==> config.mk <==
export PLATFORM = sky130hd
export DESIGN_NAME = crc32_challenge_response_gate_unit
export DESIGN_NICKNAME = d
export VERILOG_FILES = /design/src/crcg_pkg.sv /design/src/crcg_crc_unit.sv /design/src/crcg_seq.sv /design/src/crc32_challenge_response_gate_unit.sv
export SDC_FILE = /design/constraint.sdc
export NUM_CORES = 1
export LEC_CHECK = 0
export ABC_AREA = 1
export BUFFER_PORTS_ARGS = -buffer_cell sky130_fd_sc_hd__clkbuf_2
export CORE_MARGIN = 1.5
export CORE_UTILIZATION = 45
export CTS_CLUSTER_DIAMETER = 120
export DETAILED_ROUTE_END_ITERATION = 8
export PLACE_DENSITY_LB_ADDON = 0.15
export REMOVE_ABC_BUFFERS = 1
export SYNTH_ARGS = -nofsm -noshare
export SYNTH_HDL_FRONTEND = slang
export SYNTH_HIERARCHICAL = 1
export SYNTH_SLANG_ARGS = --single-unit
==> constraint.sdc <==
create_clock -name clk_i -period 3.7 [get_ports clk_i]
set_input_delay 0.37 -clock clk_i [delete_from_list [all_inputs] [get_ports clk_i]]
set_output_delay 0.37 -clock clk_i [all_outputs]
set_load 0.01 [all_outputs]
==> src/crcg_pkg.sv <==
// Package with shared types, codes and the CRC byte step for the challenge-response gate.
package crcg_pkg;

  localparam int unsigned MAX_KEY_BYTES_DEF = 8;

  localparam logic [31:0] CRC_POLY = 32'hEDB8_8320;
  localparam logic [31:0] CRC_INIT = 32'hFFFF_FFFF;

  localparam int unsigned CFG_DATA_W = 64;
  localparam int unsigned CFG_IDX_W = 2;

  localparam logic [CFG_IDX_W-1:0] REG_SHARED_KEY = 2'd0;
  localparam logic [CFG_IDX_W-1:0] REG_KEY_LENGTH = 2'd1;
  localparam logic [CFG_IDX_W-1:0] REG_EXPIRY_TICKS = 2'd2;

  localparam logic [3:0] KEY_LENGTH_RST = 4'd8;
  localparam logic [15:0] EXPIRY_TICKS_RST = 16'd5;

  typedef enum logic [1:0] {
    REQ_ISSUE  = 2'd0,
    REQ_SUBMIT = 2'd1,
    REQ_TICK   = 2'd2,
    REQ_NONE   = 2'd3
  } req_e;

  typedef enum logic [2:0] {
    STAT_ISSUED    = 3'd0,
    STAT_ACCEPTED  = 3'd1,
    STAT_NO_ACTION = 3'd2,
    STAT_REFUSED   = 3'd3,
    STAT_TICK_DONE = 3'd4
  } status_e;

  typedef enum logic [1:0] {
    DRV_NONE  = 2'd0,
    DRV_OPEN  = 2'd1,
    DRV_CLOSE = 2'd2
  } drive_e;

  localparam logic [1:0] ACT_OPEN = 2'd0;
  localparam logic [1:0] ACT_CLOSE = 2'd1;

  typedef enum logic [1:0] {
    SEQ_IDLE = 2'd0,
    SEQ_HASH = 2'd1,
    SEQ_FIN  = 2'd2
  } seq_state_e;

  typedef struct packed {
    logic       init;
    logic       step;
    logic [7:0] data;
  } crc_ctrl_t;

  function automatic logic [31:0] crc_byte(input logic [31:0] crc, input logic [7:0] data);
    logic [31:0] c;
    c = crc ^ {24'd0, data};
    for (int k = 0; k < 8; k++) begin
      c = c[0] ? ((c >> 1) ^ CRC_POLY) : (c >> 1);
    end
    return c;
  endfunction

endpackage

==> src/crcg_crc_unit.sv <==
// Shared CRC-32 register that folds in one byte per cycle while step is high.
module crcg_crc_unit (
  input  logic               clk_i,
  input  logic               rst_ni,
  input  crcg_pkg::crc_ctrl_t ctrl_i,
  output logic [31:0]        crc_o
);
  import crcg_pkg::*;

  logic [31:0] crc_q, crc_d;

  always_comb begin
    crc_d = crc_q;
    if (ctrl_i.init) begin
      crc_d = CRC_INIT;
    end else if (ctrl_i.step) begin
      crc_d = crc_byte(crc_q, ctrl_i.data);
    end
  end

  always_ff @(posedge clk_i or negedge rst_ni) begin
    if (!rst_ni) begin
      crc_q <= CRC_INIT;
    end else begin
      crc_q <= crc_d;
    end
  end

  assign crc_o = crc_q;

endmodule

==> src/crcg_seq.sv <==
// Sequencer that feeds the CRC unit, keeps the token state and forms each result.
module crcg_seq #(
  parameter int unsigned MaxKeyBytes = crcg_pkg::MAX_KEY_BYTES_DEF
) (
  input  logic                     clk_i,
  input  logic                     rst_ni,
  input  logic                     start,
  output logic                     busy,
  input  logic [1:0]               req_type_i,
  input  logic [31:0]              nonce_i,
  input  logic [31:0]              token_i,
  input  logic                     token_present_i,
  input  logic                     action_present_i,
  input  logic [1:0]               action_code_i,
  input  logic [8*MaxKeyBytes-1:0] shared_key_i,
  input  logic [3:0]               key_length_i,
  input  logic [15:0]              expiry_ticks_i,
  output crcg_pkg::crc_ctrl_t      crc_ctrl_o,
  input  logic [31:0]              crc_i,
  output logic                     done_o,
  output logic [2:0]               status_o,
  output logic [1:0]               drive_o,
  output logic [31:0]              nonce_echo_o
);
  import crcg_pkg::*;

  localparam int unsigned CntW = $clog2(MaxKeyBytes + 5);
  localparam int unsigned KeyIdxW = (MaxKeyBytes > 1) ? $clog2(MaxKeyBytes) : 1;

  seq_state_e state_q, state_d;
  logic [CntW-1:0] cnt_q, cnt_d;
  logic [CntW-1:0] nkey_q, nkey_d;
  logic [31:0] nonce_q, nonce_d;
  logic [31:0] token_q, token_d;
  logic live_q, live_d;
  logic [15:0] expiry_q, expiry_d;
  logic done_q, done_d;
  logic [2:0] status_q, status_d;
  logic [1:0] drive_q, drive_d;
  logic [31:0] echo_q, echo_d;

  logic [CntW-1:0] nkey_sat;
  logic [CntW-1:0] nonce_pos;
  logic [KeyIdxW-1:0] key_idx;
  logic [7:0] hash_byte;
  logic match;

  assign nkey_sat = (32'(key_length_i) > MaxKeyBytes) ? CntW'(MaxKeyBytes)
                                                      : CntW'(key_length_i);
  assign nonce_pos = cnt_q - nkey_q;
  assign key_idx = cnt_q[KeyIdxW-1:0];
  assign hash_byte = (cnt_q < nkey_q) ? shared_key_i[8*key_idx +: 8]
                                      : nonce_q[8*nonce_pos[1:0] +: 8];
  assign match = live_q && token_present_i && (token_i == token_q);

  always_comb begin
    state_d = state_q;
    cnt_d = cnt_q;
    nkey_d = nkey_q;
    nonce_d = nonce_q;
    token_d = token_q;
    live_d = live_q;
    expiry_d = expiry_q;
    done_d = 1'b0;
    status_d = status_q;
    drive_d = drive_q;
    echo_d = echo_q;
    crc_ctrl_o = '{init: 1'b0, step: 1'b0, data: hash_byte};

    case (state_q)
      SEQ_IDLE: begin
        if (start) begin
          drive_d = DRV_NONE;
          echo_d = '0;
          case (req_type_i)
            REQ_ISSUE: begin
              nonce_d = nonce_i;
              nkey_d = nkey_sat;
              cnt_d = '0;
              crc_ctrl_o.init = 1'b1;
              state_d = SEQ_HASH;
            end
            REQ_SUBMIT: begin
              done_d = 1'b1;
              if (match) begin
                if (action_present_i) begin
                  status_d = STAT_ACCEPTED;
                  if (action_code_i == ACT_OPEN) begin
                    drive_d = DRV_OPEN;
                  end else if (action_code_i == ACT_CLOSE) begin
                    drive_d = DRV_CLOSE;
                  end
                end else begin
                  status_d = STAT_NO_ACTION;
                end
              end else begin
                status_d = STAT_REFUSED;
              end
              live_d = 1'b0;
              expiry_d = '0;
            end
            REQ_TICK: begin
              done_d = 1'b1;
              status_d = STAT_TICK_DONE;
              if (live_q) begin
                if (expiry_q <= 16'd1) begin
                  live_d = 1'b0;
                  expiry_d = '0;
                end else begin
                  expiry_d = expiry_q - 16'd1;
                end
              end
            end
            default: begin
              done_d = 1'b1;
              status_d = STAT_TICK_DONE;
            end
          endcase
        end
      end
      SEQ_HASH: begin
        crc_ctrl_o.step = 1'b1;
        cnt_d = cnt_q + CntW'(1);
        if (cnt_q == nkey_q + CntW'(3)) begin
          state_d = SEQ_FIN;
        end
      end
      SEQ_FIN: begin
        token_d = ~crc_i;
        live_d = 1'b1;
        expiry_d = expiry_ticks_i;
        done_d = 1'b1;
        status_d = STAT_ISSUED;
        drive_d = DRV_NONE;
        echo_d = nonce_q;
        state_d = SEQ_IDLE;
      end
      default: begin
        state_d = SEQ_IDLE;
      end
    endcase
  end

  always_ff @(posedge clk_i or negedge rst_ni) begin
    if (!rst_ni) begin
      state_q <= SEQ_IDLE;
      cnt_q <= '0;
      nkey_q <= '0;
      token_q <= '0;
      live_q <= 1'b0;
      expiry_q <= '0;
      done_q <= 1'b0;
    end else begin
      state_q <= state_d;
      cnt_q <= cnt_d;
      nkey_q <= nkey_d;
      token_q <= token_d;
      live_q <= live_d;
      expiry_q <= expiry_d;
      done_q <= done_d;
    end
  end

  always_ff @(posedge clk_i) begin
    nonce_q <= nonce_d;
    status_q <= status_d;
    drive_q <= drive_d;
    echo_q <= echo_d;
  end

  assign busy = (state_q != SEQ_IDLE);
  assign done_o = done_q;
  assign status_o = status_q;
  assign drive_o = drive_q;
  assign nonce_echo_o = echo_q;

  a_cnt_bound: assert property (@(posedge clk_i) disable iff (!rst_ni)
    state_q == SEQ_HASH |-> cnt_q <= nkey_q + CntW'(3))
    else $error("byte counter ran past the last nonce byte");

  a_dead_clear: assert property (@(posedge clk_i) disable iff (!rst_ni)
    !live_q |-> expiry_q == '0)
    else $error("expiry count nonzero with no live token");

  a_issue_live: assert property (@(posedge clk_i) disable iff (!rst_ni)
    done_q && status_q == STAT_ISSUED |-> live_q)
    else $error("challenge issued without a live token");

  a_drive_only_accept: assert property (@(posedge clk_i) disable iff (!rst_ni)
    done_q && status_q != STAT_ACCEPTED |-> drive_q == DRV_NONE)
    else $error("drive set on a result that is not an accepted submit");

  a_fin_done: assert property (@(posedge clk_i) disable iff (!rst_ni)
    state_q == SEQ_FIN |=> done_q && state_q == SEQ_IDLE)
    else $error("hash finish did not produce a result");

endmodule

==> src/crc32_challenge_response_gate_unit.sv <==
// Top level of the CRC-32 challenge-response gate with its configuration registers.
//
//   Channel  | Handshake            | Beat
//   request  | start, busy          | req_type_i, nonce_i, token_i, token_present_i,
//            |                      | action_present_i, action_code_i
//   result   | done_o (strobe)      | status_o, drive_o, nonce_echo_o
//   config   | cfg_we_i, cfg_idx_i  | cfg_wdata_i
//
// A submit, tick or no-op request gives its result in the cycle after it is taken.
// A challenge loads the CRC register, folds in the key bytes and the four nonce bytes,
// one CRC byte per cycle through the single CRC register, and stores the token. busy
// stays high while the CRC runs. Reset loads the register defaults and clears all
// state but nonce, status, drive and echo. The result strobe lasts one cycle and the receiver cannot stall it.
module crc32_challenge_response_gate_unit #(
  parameter int unsigned MaxKeyBytes = crcg_pkg::MAX_KEY_BYTES_DEF
) (
  input  logic                            clk_i,
  input  logic                            rst_ni,
  input  logic                            start,
  output logic                            busy,
  input  logic [1:0]                      req_type_i,
  input  logic [31:0]                     nonce_i,
  input  logic [31:0]                     token_i,
  input  logic                            token_present_i,
  input  logic                            action_present_i,
  input  logic [1:0]                      action_code_i,
  input  logic                            cfg_we_i,
  input  logic [crcg_pkg::CFG_IDX_W-1:0]  cfg_idx_i,
  input  logic [crcg_pkg::CFG_DATA_W-1:0] cfg_wdata_i,
  output logic                            done_o,
  output logic [2:0]                      status_o,
  output logic [1:0]                      drive_o,
  output logic [31:0]                     nonce_echo_o
);
  import crcg_pkg::*;

  logic [8*MaxKeyBytes-1:0] key_q;
  logic [3:0] key_len_q;
  logic [15:0] expiry_ticks_q;
  crc_ctrl_t crc_ctrl;
  logic [31:0] crc;

  always_ff @(posedge clk_i or negedge rst_ni) begin
    if (!rst_ni) begin
      key_q <= '0;
      key_len_q <= KEY_LENGTH_RST;
      expiry_ticks_q <= EXPIRY_TICKS_RST;
    end else if (cfg_we_i) begin
      case (cfg_idx_i)
        REG_SHARED_KEY: key_q <= cfg_wdata_i[8*MaxKeyBytes-1:0];
        REG_KEY_LENGTH: key_len_q <= cfg_wdata_i[3:0];
        REG_EXPIRY_TICKS: expiry_ticks_q <= cfg_wdata_i[15:0];
        default: ;
      endcase
    end
  end

  crcg_crc_unit u_crc (
    .clk_i  (clk_i),
    .rst_ni (rst_ni),
    .ctrl_i (crc_ctrl),
    .crc_o  (crc)
  );

  crcg_seq #(
    .MaxKeyBytes(MaxKeyBytes)
  ) u_seq (
    .clk_i            (clk_i),
    .rst_ni           (rst_ni),
    .start            (start),
    .busy             (busy),
    .req_type_i       (req_type_i),
    .nonce_i          (nonce_i),
    .token_i          (token_i),
    .token_present_i  (token_present_i),
    .action_present_i (action_present_i),
    .action_code_i    (action_code_i),
    .shared_key_i     (key_q),
    .key_length_i     (key_len_q),
    .expiry_ticks_i   (expiry_ticks_q),
    .crc_ctrl_o       (crc_ctrl),
    .crc_i            (crc),
    .done_o           (done_o),
    .status_o         (status_o),
    .drive_o          (drive_o),
    .nonce_echo_o     (nonce_echo_o)
  );

endmodule
# Yosys cells after proc, flatten, opt, wreduce, memory -nomap -nowiden
# Index checks and enable logic that the tools add are counted.
[classes]
n_mux = 50
bitwise = 10
order_cmp = 3
addsub = 4
shifts = 2
n_reduce_logical = 20
eq_ne = 15
[op_table]
columns = ["op", "n"]
rows = [
  ["$mux W32", 11],
  ["$not A13 Y14", 8],
  ["$pmux W16 S2", 2],
  ["$pmux W32 S2", 1],
  ["$shiftx A64 B7 Y8", 1],
  ["$mux W16", 3],
  ["$eq A32 B32 Y1", 1],
  ["$not A32 Y32", 1],
  ["$shiftx A32 B6 Y8", 1],
  ["$xor A32 B8 Y32", 1],
  ["$mux W2", 11],
  ["$le A16 B1 Y1 const B", 1],
  ["$sub A16 B1 Y16 const B", 1],
  ["$reduce_and A3 Y1", 5],
  ["$mux W4", 3],
  ["$pmux W3 S2", 2],
  ["$mux W1", 9],
  ["$eq A2 B1 Y1 const B", 4],
  ["$logic_not A2 Y1", 4],
  ["$mux W8", 1],
  ["$pmux W2 S2", 2],
  ["$pmux W4 S2", 1],
  ["$reduce_and A2 Y1", 4],
  ["$reduce_bool A2 Y1", 4],
  ["15 further kinds", 22],
]
[word_totals]
out_inout_bits = 39
in_bits = 140
register_bits = 245

# Longest topological paths before layout
# Gate-level depths: netlist of run 1.
[depth]
ltp_word = 22
depth_mapped = 25

# Hierarchy
# Netlist of run 1, hierarchy kept.
[by_module_without_submodules]
columns = ["mod", "cells_per_inst", "area_per_inst_um2", "seq_area_each_um2", "instances"]
rows = [
  ["crcg_seq", 817, 6759.0, 3573.4, 1],
  ["crc32_challenge_response_gate_unit", 369, 3524.6, 2105.8, 1],
  ["crcg_crc_unit", 348, 2484.9, 840.8, 1],
]

# Least setup slack after synthesis of run 1
# OpenSTA, ideal clock, no wires.
[synth_timing]
kind = "flip-flop to flip-flop"
startpoint = "reg u_seq.cnt_q[0]"
endpoint = "reg u_crc.crc_q[20], in the netlist u_crc/crc_o[20]"
path_slack_ns = 0.514
path_buffers = 3
arrival_ns = 3.108
t_required_ns = 3.623
path_stages_with_launch = 25
path_cell_list = "dfrtp_1 -> buf_2 -> clkinv_1 -> buf_2 -> ha_1 -> inv_1 -> fa_1 -> buf_2 -> inv_1 -> a21oi_1 -> o21ai_0 -> nand2_1 -> inv_1 -> o21ai_0 -> inv_1 -> nand2_1 -> nand2_4 -> nand2_2 -> nand2_4 -> inv_4 -> nand2_4 -> nand2_4 -> nand2_2 -> a21oi_1 -> nor2_1"
[synth_rtl]
columns = ["element", "line_no", "text"]
rows = [
  ["start, declared", "crcg_seq.sv:31", "logic [CntW-1:0] cnt_q, cnt_d;"],
  ["start signal, assigned", "crcg_seq.sv:155", "cnt_q <= cnt_d;"],
  ["end signal, assigned", "crcg_crc_unit.sv:25", "crc_q <= crc_d;"],
  ["end, declared", "crcg_crc_unit.sv:10", "logic [31:0] crc_q, crc_d;"],
]

==> results.cfg, run 1 <==
[status]
status = completed

[timing]
fmax_mhz = 305.0
setup_viol = 0
max_slew_margin = 0.4409
period_minus_slack_ns = 3.279
tightestPinTransition_ns = 0.8387
hold_viol = 0
rsz0062_at_grt = no
fin_skew_ns = 0.01556
finalCritPeriodShare = 0.8861
drv_slew = 0

[global_route]
antenna_found_initial = 0
grt-ovfl-total = 0
grt.total_usage = 0.2232
grt_pass1_vias = 10097
grt_first_pass_wirelength_mm = 51.70
grt_max_degree = 97

[power]
leakagePower_nw = 7.534
ir_worst_vdd_mv = 0.6047
power_density_mw_per_mm2 = 1089

[floorplanning]
die_x_um = 171.4
start_util = 0.4583
die_h_um = 171.4
floorplan.die_area_mm2 = 0.02939
std_cell_rows = 61
io_pins = 179
core_area_mm2 = 0.02786

[critical_path]
crit_type = reg2reg
cp.required_ns = 4.18
worstSetupStartpointType = register
arrival_ns = 3.76
cp-end-kind = register
crit_fanout = 8

[yosys]
synth_area_leaders = dfrtp_1 28%, edfxtp_1 16%, nand2_1 13%
avgSynthCellArea_um2 = 8.324
ys_warn_count = 6
syn_inst = 1534
synth_top_cell_area_share = 0.2763
yosysUniqueCellTypes = 50
synth_seq_cells = 245
synth-seq-area-share = 0.5106
netlist_area_mm2 = 0.01277
synth_top_cell_by_area = dfrtp_1

[placed_design]
portBuffers = 178
dpl_cell_area_mm2 = 0.01386
globalplace.congestion = 0.8576
dp.cells = 2043
hpwlAfterDp_mm = 22.58

[clocking]
path_clk_slew_ns = 0.06
cts_tree = done
clock-root-buffer = clkbuf_16
numCtsBuffers = 27
ctsResizeCount = 0
h-tree-depth = 1
insertion_delay_ns = 0.55
clock_path_buffers = 3
clock-sinks = 245

[hold_path]
hold_path.class = in2reg

[finish]
final_area_mm2 = 0.01507
antennaDiodeCount = 0
drive_above_1_share = 0.1922
area_growth_pct = 18.03
nNetsFinal = 1875
fin_cells = 2126

[run]
drv_cap = 0

[routing]
ant_nets = 0
routedWlPerCell_um = 15.16
vias = 10550
wl_mm = 32.23
drc = 0
drtIter0Drc = 794
via_per_inst = 4.962
drtPass1Iterations = 5
-- through the flow --
| step | util | power (mW) | hold WS, ns | setup WS, ns | TNS (ns) |
|---|---|---|---|---|---|
| after floorplan | - | 11.17 | 0.07441 | -0.2706 | -4.426 |
| after global placement | 0.4974 | 13.58 | 0.4481 | 0.5427 | 0 |
| after detailed placement | 0.4974 | 13.70 | 0.4530 | 0.4361 | 0 |
| after CTS | 0.5410 | 16.48 | 0.02439 | 0.4366 | 0 |
| after global routing | 0.5410 | 17.92 | 0.03896 | 0.1725 | 0 |
| final | 0.5410 | 16.42 | 0.04396 | 0.4215 | 0 |
-- critical path: stages (launching register included) --
cell,delay (ns)
dfrtp_1,0.38
clkinv_1,0.07
ha_1,0.15
inv_1,0.05
fa_1,0.50
inv_1,0.13
a21oi_1,0.14
o21ai_0,0.17
nand2_1,0.14
inv_1,0.05
o22ai_1,0.36
xnor2_2,0.23
inv_2,0.07
nand2_1,0.07
nand2_2,0.15
nand2_2,0.16
nand3_1,0.14
o21ai_1,0.17
nor2_1,0.05
-- kinds of logic after synthesis --
family          count (synthesis)  synth area share
simple gates                  782            0.2653
flops                         245            0.5106
buf+inv                       234           0.08506
compound gates                209           0.09015
xor+xnor                       56           0.04047
fa+ha+maj                       8          0.008427
-- flip-flops by register name, indices dropped and copies added (netlist names) --
register,cells
u_seq/expiry_q,16
u_seq/state_q,2
u_seq/nkey_q,4
u_seq/status_o,3
u_seq/live_q,1
u_crc/crc_o,32
u_seq/token_q,32
key_len_q,4
u_seq/nonce_q,32
u_seq/done_o,1
u_seq/nonce_echo_o,32
u_seq/cnt_q,4
expiry_ticks_q,16
u_seq/drive_o,2
key_q,64
-- repair_timing --
item / CTS / global route
hold endpoints to repair: 118 / 0
hold buffers: 33 / 0
setup buffers: 0 / 0
-- Yosys cell counts (all sizes together) --
| master | n |
|---|---|
| a21boi | 1 |
| a21o | 1 |
| a21oi | 42 |
| a22oi | 13 |
| a2bb2oi | 1 |
| a31oi | 2 |
| a32oi | 1 |
| buf | 48 |
| clkbuf | 16 |
| clkinv | 4 |
| dfrtp | 141 |
| dfstp | 35 |
| edfxtp | 69 |
| fa | 1 |
| ha | 7 |
| inv | 166 |
| nand2 | 465 |
| nand2b | 1 |
| nand3 | 111 |
| nand3b | 4 |
| nand4 | 24 |
| nor2 | 166 |
| nor3 | 3 |
| nor3b | 1 |
| o211ai | 7 |
| o21a | 2 |
| o21ai | 119 |
| o22ai | 18 |
| o31ai | 2 |
| or2 | 7 |
| xnor2 | 21 |
| xor2 | 35 |
-- routing by layer --
| metal | wire length [um] | track usage | share of wire | vias to the layer above |
|---|---|---|---|---|
| met3 | 1513 | 0.03290 | 0.047 | 59 |
| met4 | 824 | 0.06712 | 0.026 | 0 |
| li1 | - | - | - | 5309 |
| met1 | 14710 | 0.3002 | 0.46 | 4951 |
| met5 | 0 | 0 | 0 | - |
| met2 | 15190 | 0.3730 | 0.47 | 231 |
-- final timing paths --
check                      slack, ns            start            endpoint  depth (start not counted)
max                             0.42   u_seq/cnt_q[0]     u_crc/crc_o[20]                         18
min                             0.04  cfg_wdata_i[20]           key_q[20]                          3
max reg2reg                     0.42   u_seq/cnt_q[0]     u_crc/crc_o[20]                         18
min reg2reg                     0.46        key_q[43]           key_q[43]                          2
max in group asynchronous       2.24           rst_ni     u_crc/crc_o[25]                          3
min in group asynchronous       0.44           rst_ni  u_seq/expiry_q[11]                          2
-- power breakdown --
group | leakage [nW] | internal (mW) | switching (mW)
clock | 0.434 | 1.60 | 1.10
combinational | 4.36 | 3.23 | 6.04
sequential | 2.74 | 3.82 | 0.619
-- final cells by class --
class | count | area (um2)
fill | 2651 | 12790
sequential | 245 | 6520
multi-input combinational | 1055 | 5174
timing repair buffer | 228 | 1380
clock buffer | 39 | 740.7
inverter | 170 | 640.6
tap | 378 | 473.0
clock inverter | 11 | 142.6
-- cell usage in the layout, fill, tap and decap left out, types with 7 or more instances in the layout --
master,n
buf_4,15
nand2_2,21
xor2_1,35
or2_2,7
clkbuf_16,27
inv_1,157
nand2_1,434
dfstp_2,35
o21ai_0,113
a21oi_1,40
nand4_1,24
clkbuf_2,177
o211ai_1,7
clkbuf_1,10
nand2_4,10
nor2_1,160
nand3_1,101
a22oi_1,13
o22ai_1,18
inv_2,8
dfrtp_1,141
ha_1,7
dlygate4sd3_1,33
xnor2_1,19
edfxtp_1,69
nand3_2,9
(Power assumes the default switching activity.)
==> inputs of run 2 (changes only) <==
HOLD_SLACK_MARGIN = 0.15   (was not set)
==> run 2 against run 1 <==
Effect of this change: global-route usage is 0.71 points higher; non-clock buffer count is 65 higher; utilization is 2.3 points higher; fmax is 0.20% higher; register-to-register slack hardly changed; total power is 0.29% higher; design area is 4.3% higher; via count is 3.2% higher; sequential share of layout area is 1.8 points lower; largest cell class unchanged; first-iteration DRC count is 3.8% lower; combinational power is 0.5% higher.
==> results.cfg, run 2 (synthesized netlist as in run 1, its figures left out) <==
[status]
status = completed

[finish]
mostFrequentLayoutCell = nand2_1
largest-register = key_q
largest_register_ffs = 64
final_cell_mix = 434 x nand2_1, 177 x clkbuf_2, 160 x nor2_1
area_growth_pct = 23.13
nNetsFinal = 1940
antennaDiodeCount = 0
postLayoutCoreUtil = 0.5643
fin_cells = 2191
drive_above_1_share = 0.1853

[placed_design]
hpwlAfterDp_mm = 22.58
portBuffers = 178
dp.cells = 2043
place_ws_ns = 0.4361
globalplace.congestion = 0.8576

[routing]
wl_mm = 33.13
drtPass1Iterations = 5
ant_nets = 0
via_per_inst = 4.970
drc = 0
vias = 10890
drtIter0Drc = 764
routedWlPerCell_um = 15.12

[critical_path]
worstSetupStartpointType = register
arrival_ns = 3.75
cp.required_ns = 4.18
slowest_stage = fa_1
crit_type = reg2reg
critPathTopFamily = compound AO/OA/AOI/OAI gates
cp_slowest_stage_delay_ns = 0.50
worstSetupPathDepth = 18
cp-end-kind = register
worstRegToRegCells = 18
cp_common_cell = inv_1
crit_buf_inv = 5
cp_cell_sequence = clkinv_1 -> ha_1 -> inv_1 -> fa_1 -> inv_1 -> a21oi_1 -> o21ai_0 -> nand2_1 -> inv_1 -> o22ai_1 -> xnor2_2 -> inv_2 -> nand2_1 -> nand2_2 -> nand2_2 -> nand3_1 -> o21ai_1 -> nor2_1
crit_fanout = 8

[clocking]
clock_path_buffers = 3
path_clk_slew_ns = 0.06
cts_tree = done
ctsResizeCount = 0
h-tree-depth = 1
clock-sinks = 245
clock-root-buffer = clkbuf_16
insertion_delay_ns = 0.55
numCtsBuffers = 27

[timing]
layout_setup_ws_ns = 0.4282
setup_viol = 0
hold_viol = 0
fin_skew_ns = 0.01420
rsz0062_at_grt = no
drv_slew = 0
fmax_mhz = 305.6
max_slew_margin = 0.4446
period_minus_slack_ns = 3.272
finalCritPeriodShare = 0.8843
tightestPinTransition_ns = 0.8331
holdWs_ns = 0.1791

[floorplanning]
start_util = 0.4583
die_x_um = 171.4
die_h_um = 171.4
core_area_mm2 = 0.02786
std_cell_rows = 61
floorplan.die_area_mm2 = 0.02939
io_pins = 179

[global_route]
grt.total_usage = 0.2302
grt_max_degree = 97
grt-ovfl-total = 0
grt_first_pass_wirelength_mm = 53.34
grt_pass1_vias = 10553
antenna_found_initial = 0

[power]
power_density_mw_per_mm2 = 1047
ir_worst_vdd_mv = 0.6005
design_power_total_mw = 16.47
leakagePower_nw = 7.805

[hold_path]
whs_path_depth = 3
hold_path.class = in2reg

[run]
drv_cap = 0
## run 2: cell types whose count changed in the layout (fill, tap and decap cells not counted)
cell	change
dlygate4sd3_1	+65
## run 2: repair_timing
action                                  CTS  global route
endpoints found under the hold margin   203             0
hold buffers                             98             0
endpoints found under the setup margin    0             0
buffers inserted                          0             0
## run 2: through the flow
stage          TNS (ns)  instance area (um2)
6_report              0                15720
5_1_grt               0                15720
4_1_cts               0                15720
3_5_place_dp          0                13860
3_3_place_gp          0                13860
2_1_floorplan    -4.426                12320
## run 2: worst paths after layout
check	start	endpoint	slack (ns)
setup / recovery	u_seq/cnt_q[0]	u_crc/crc_o[20]	0.43
hold / removal	cfg_idx_i[0]	key_len_q[3]	0.18
setup reg to reg	u_seq/cnt_q[0]	u_crc/crc_o[20]	0.43
hold reg to reg	expiry_ticks_q[2]	expiry_ticks_q[2]	0.47
max in group asynchronous	rst_ni	u_crc/crc_o[25]	2.24
min in group asynchronous	rst_ni	u_seq/expiry_q[11]	0.45
## run 2: per-layer routing
| metal | track usage | vias up | wire length (um) |
|---|---|---|---|
| met5 | 0 | - | 0 |
| met4 | 0.06827 | 0 | 842 |
| met3 | 0.03175 | 63 | 1667 |
| met2 | 0.3938 | 273 | 15840 |
| met1 | 0.3040 | 5114 | 14780 |
| li1 | - | 5440 | - |
## run 2: layout make-up
type                            count  area, um2
Tap cell                          378      473.0
Clock inverter                     11      142.6
Sequential cell                   245       6520
Clock buffer                       39      740.7
Timing Repair Buffer              293       2031
Fill cell                        2575      12140
Inverter                          170      640.6
Multi-Input combinational cell   1055       5174
## run 2: power by group
part / total, mW / internal, mW / leakage (nW) / switching [mW]
sequential: 4.44 / 3.82 / 2.74 / 0.620
combinational: 9.32 / 3.28 / 4.63 / 6.05
clock: 2.70 / 1.60 / 0.434 / 1.10
## run 2: worst min-delay path: stages
cell	delay, ns
clkbuf_2	0.18
nand4_1	0.12
nand2_1	0.05
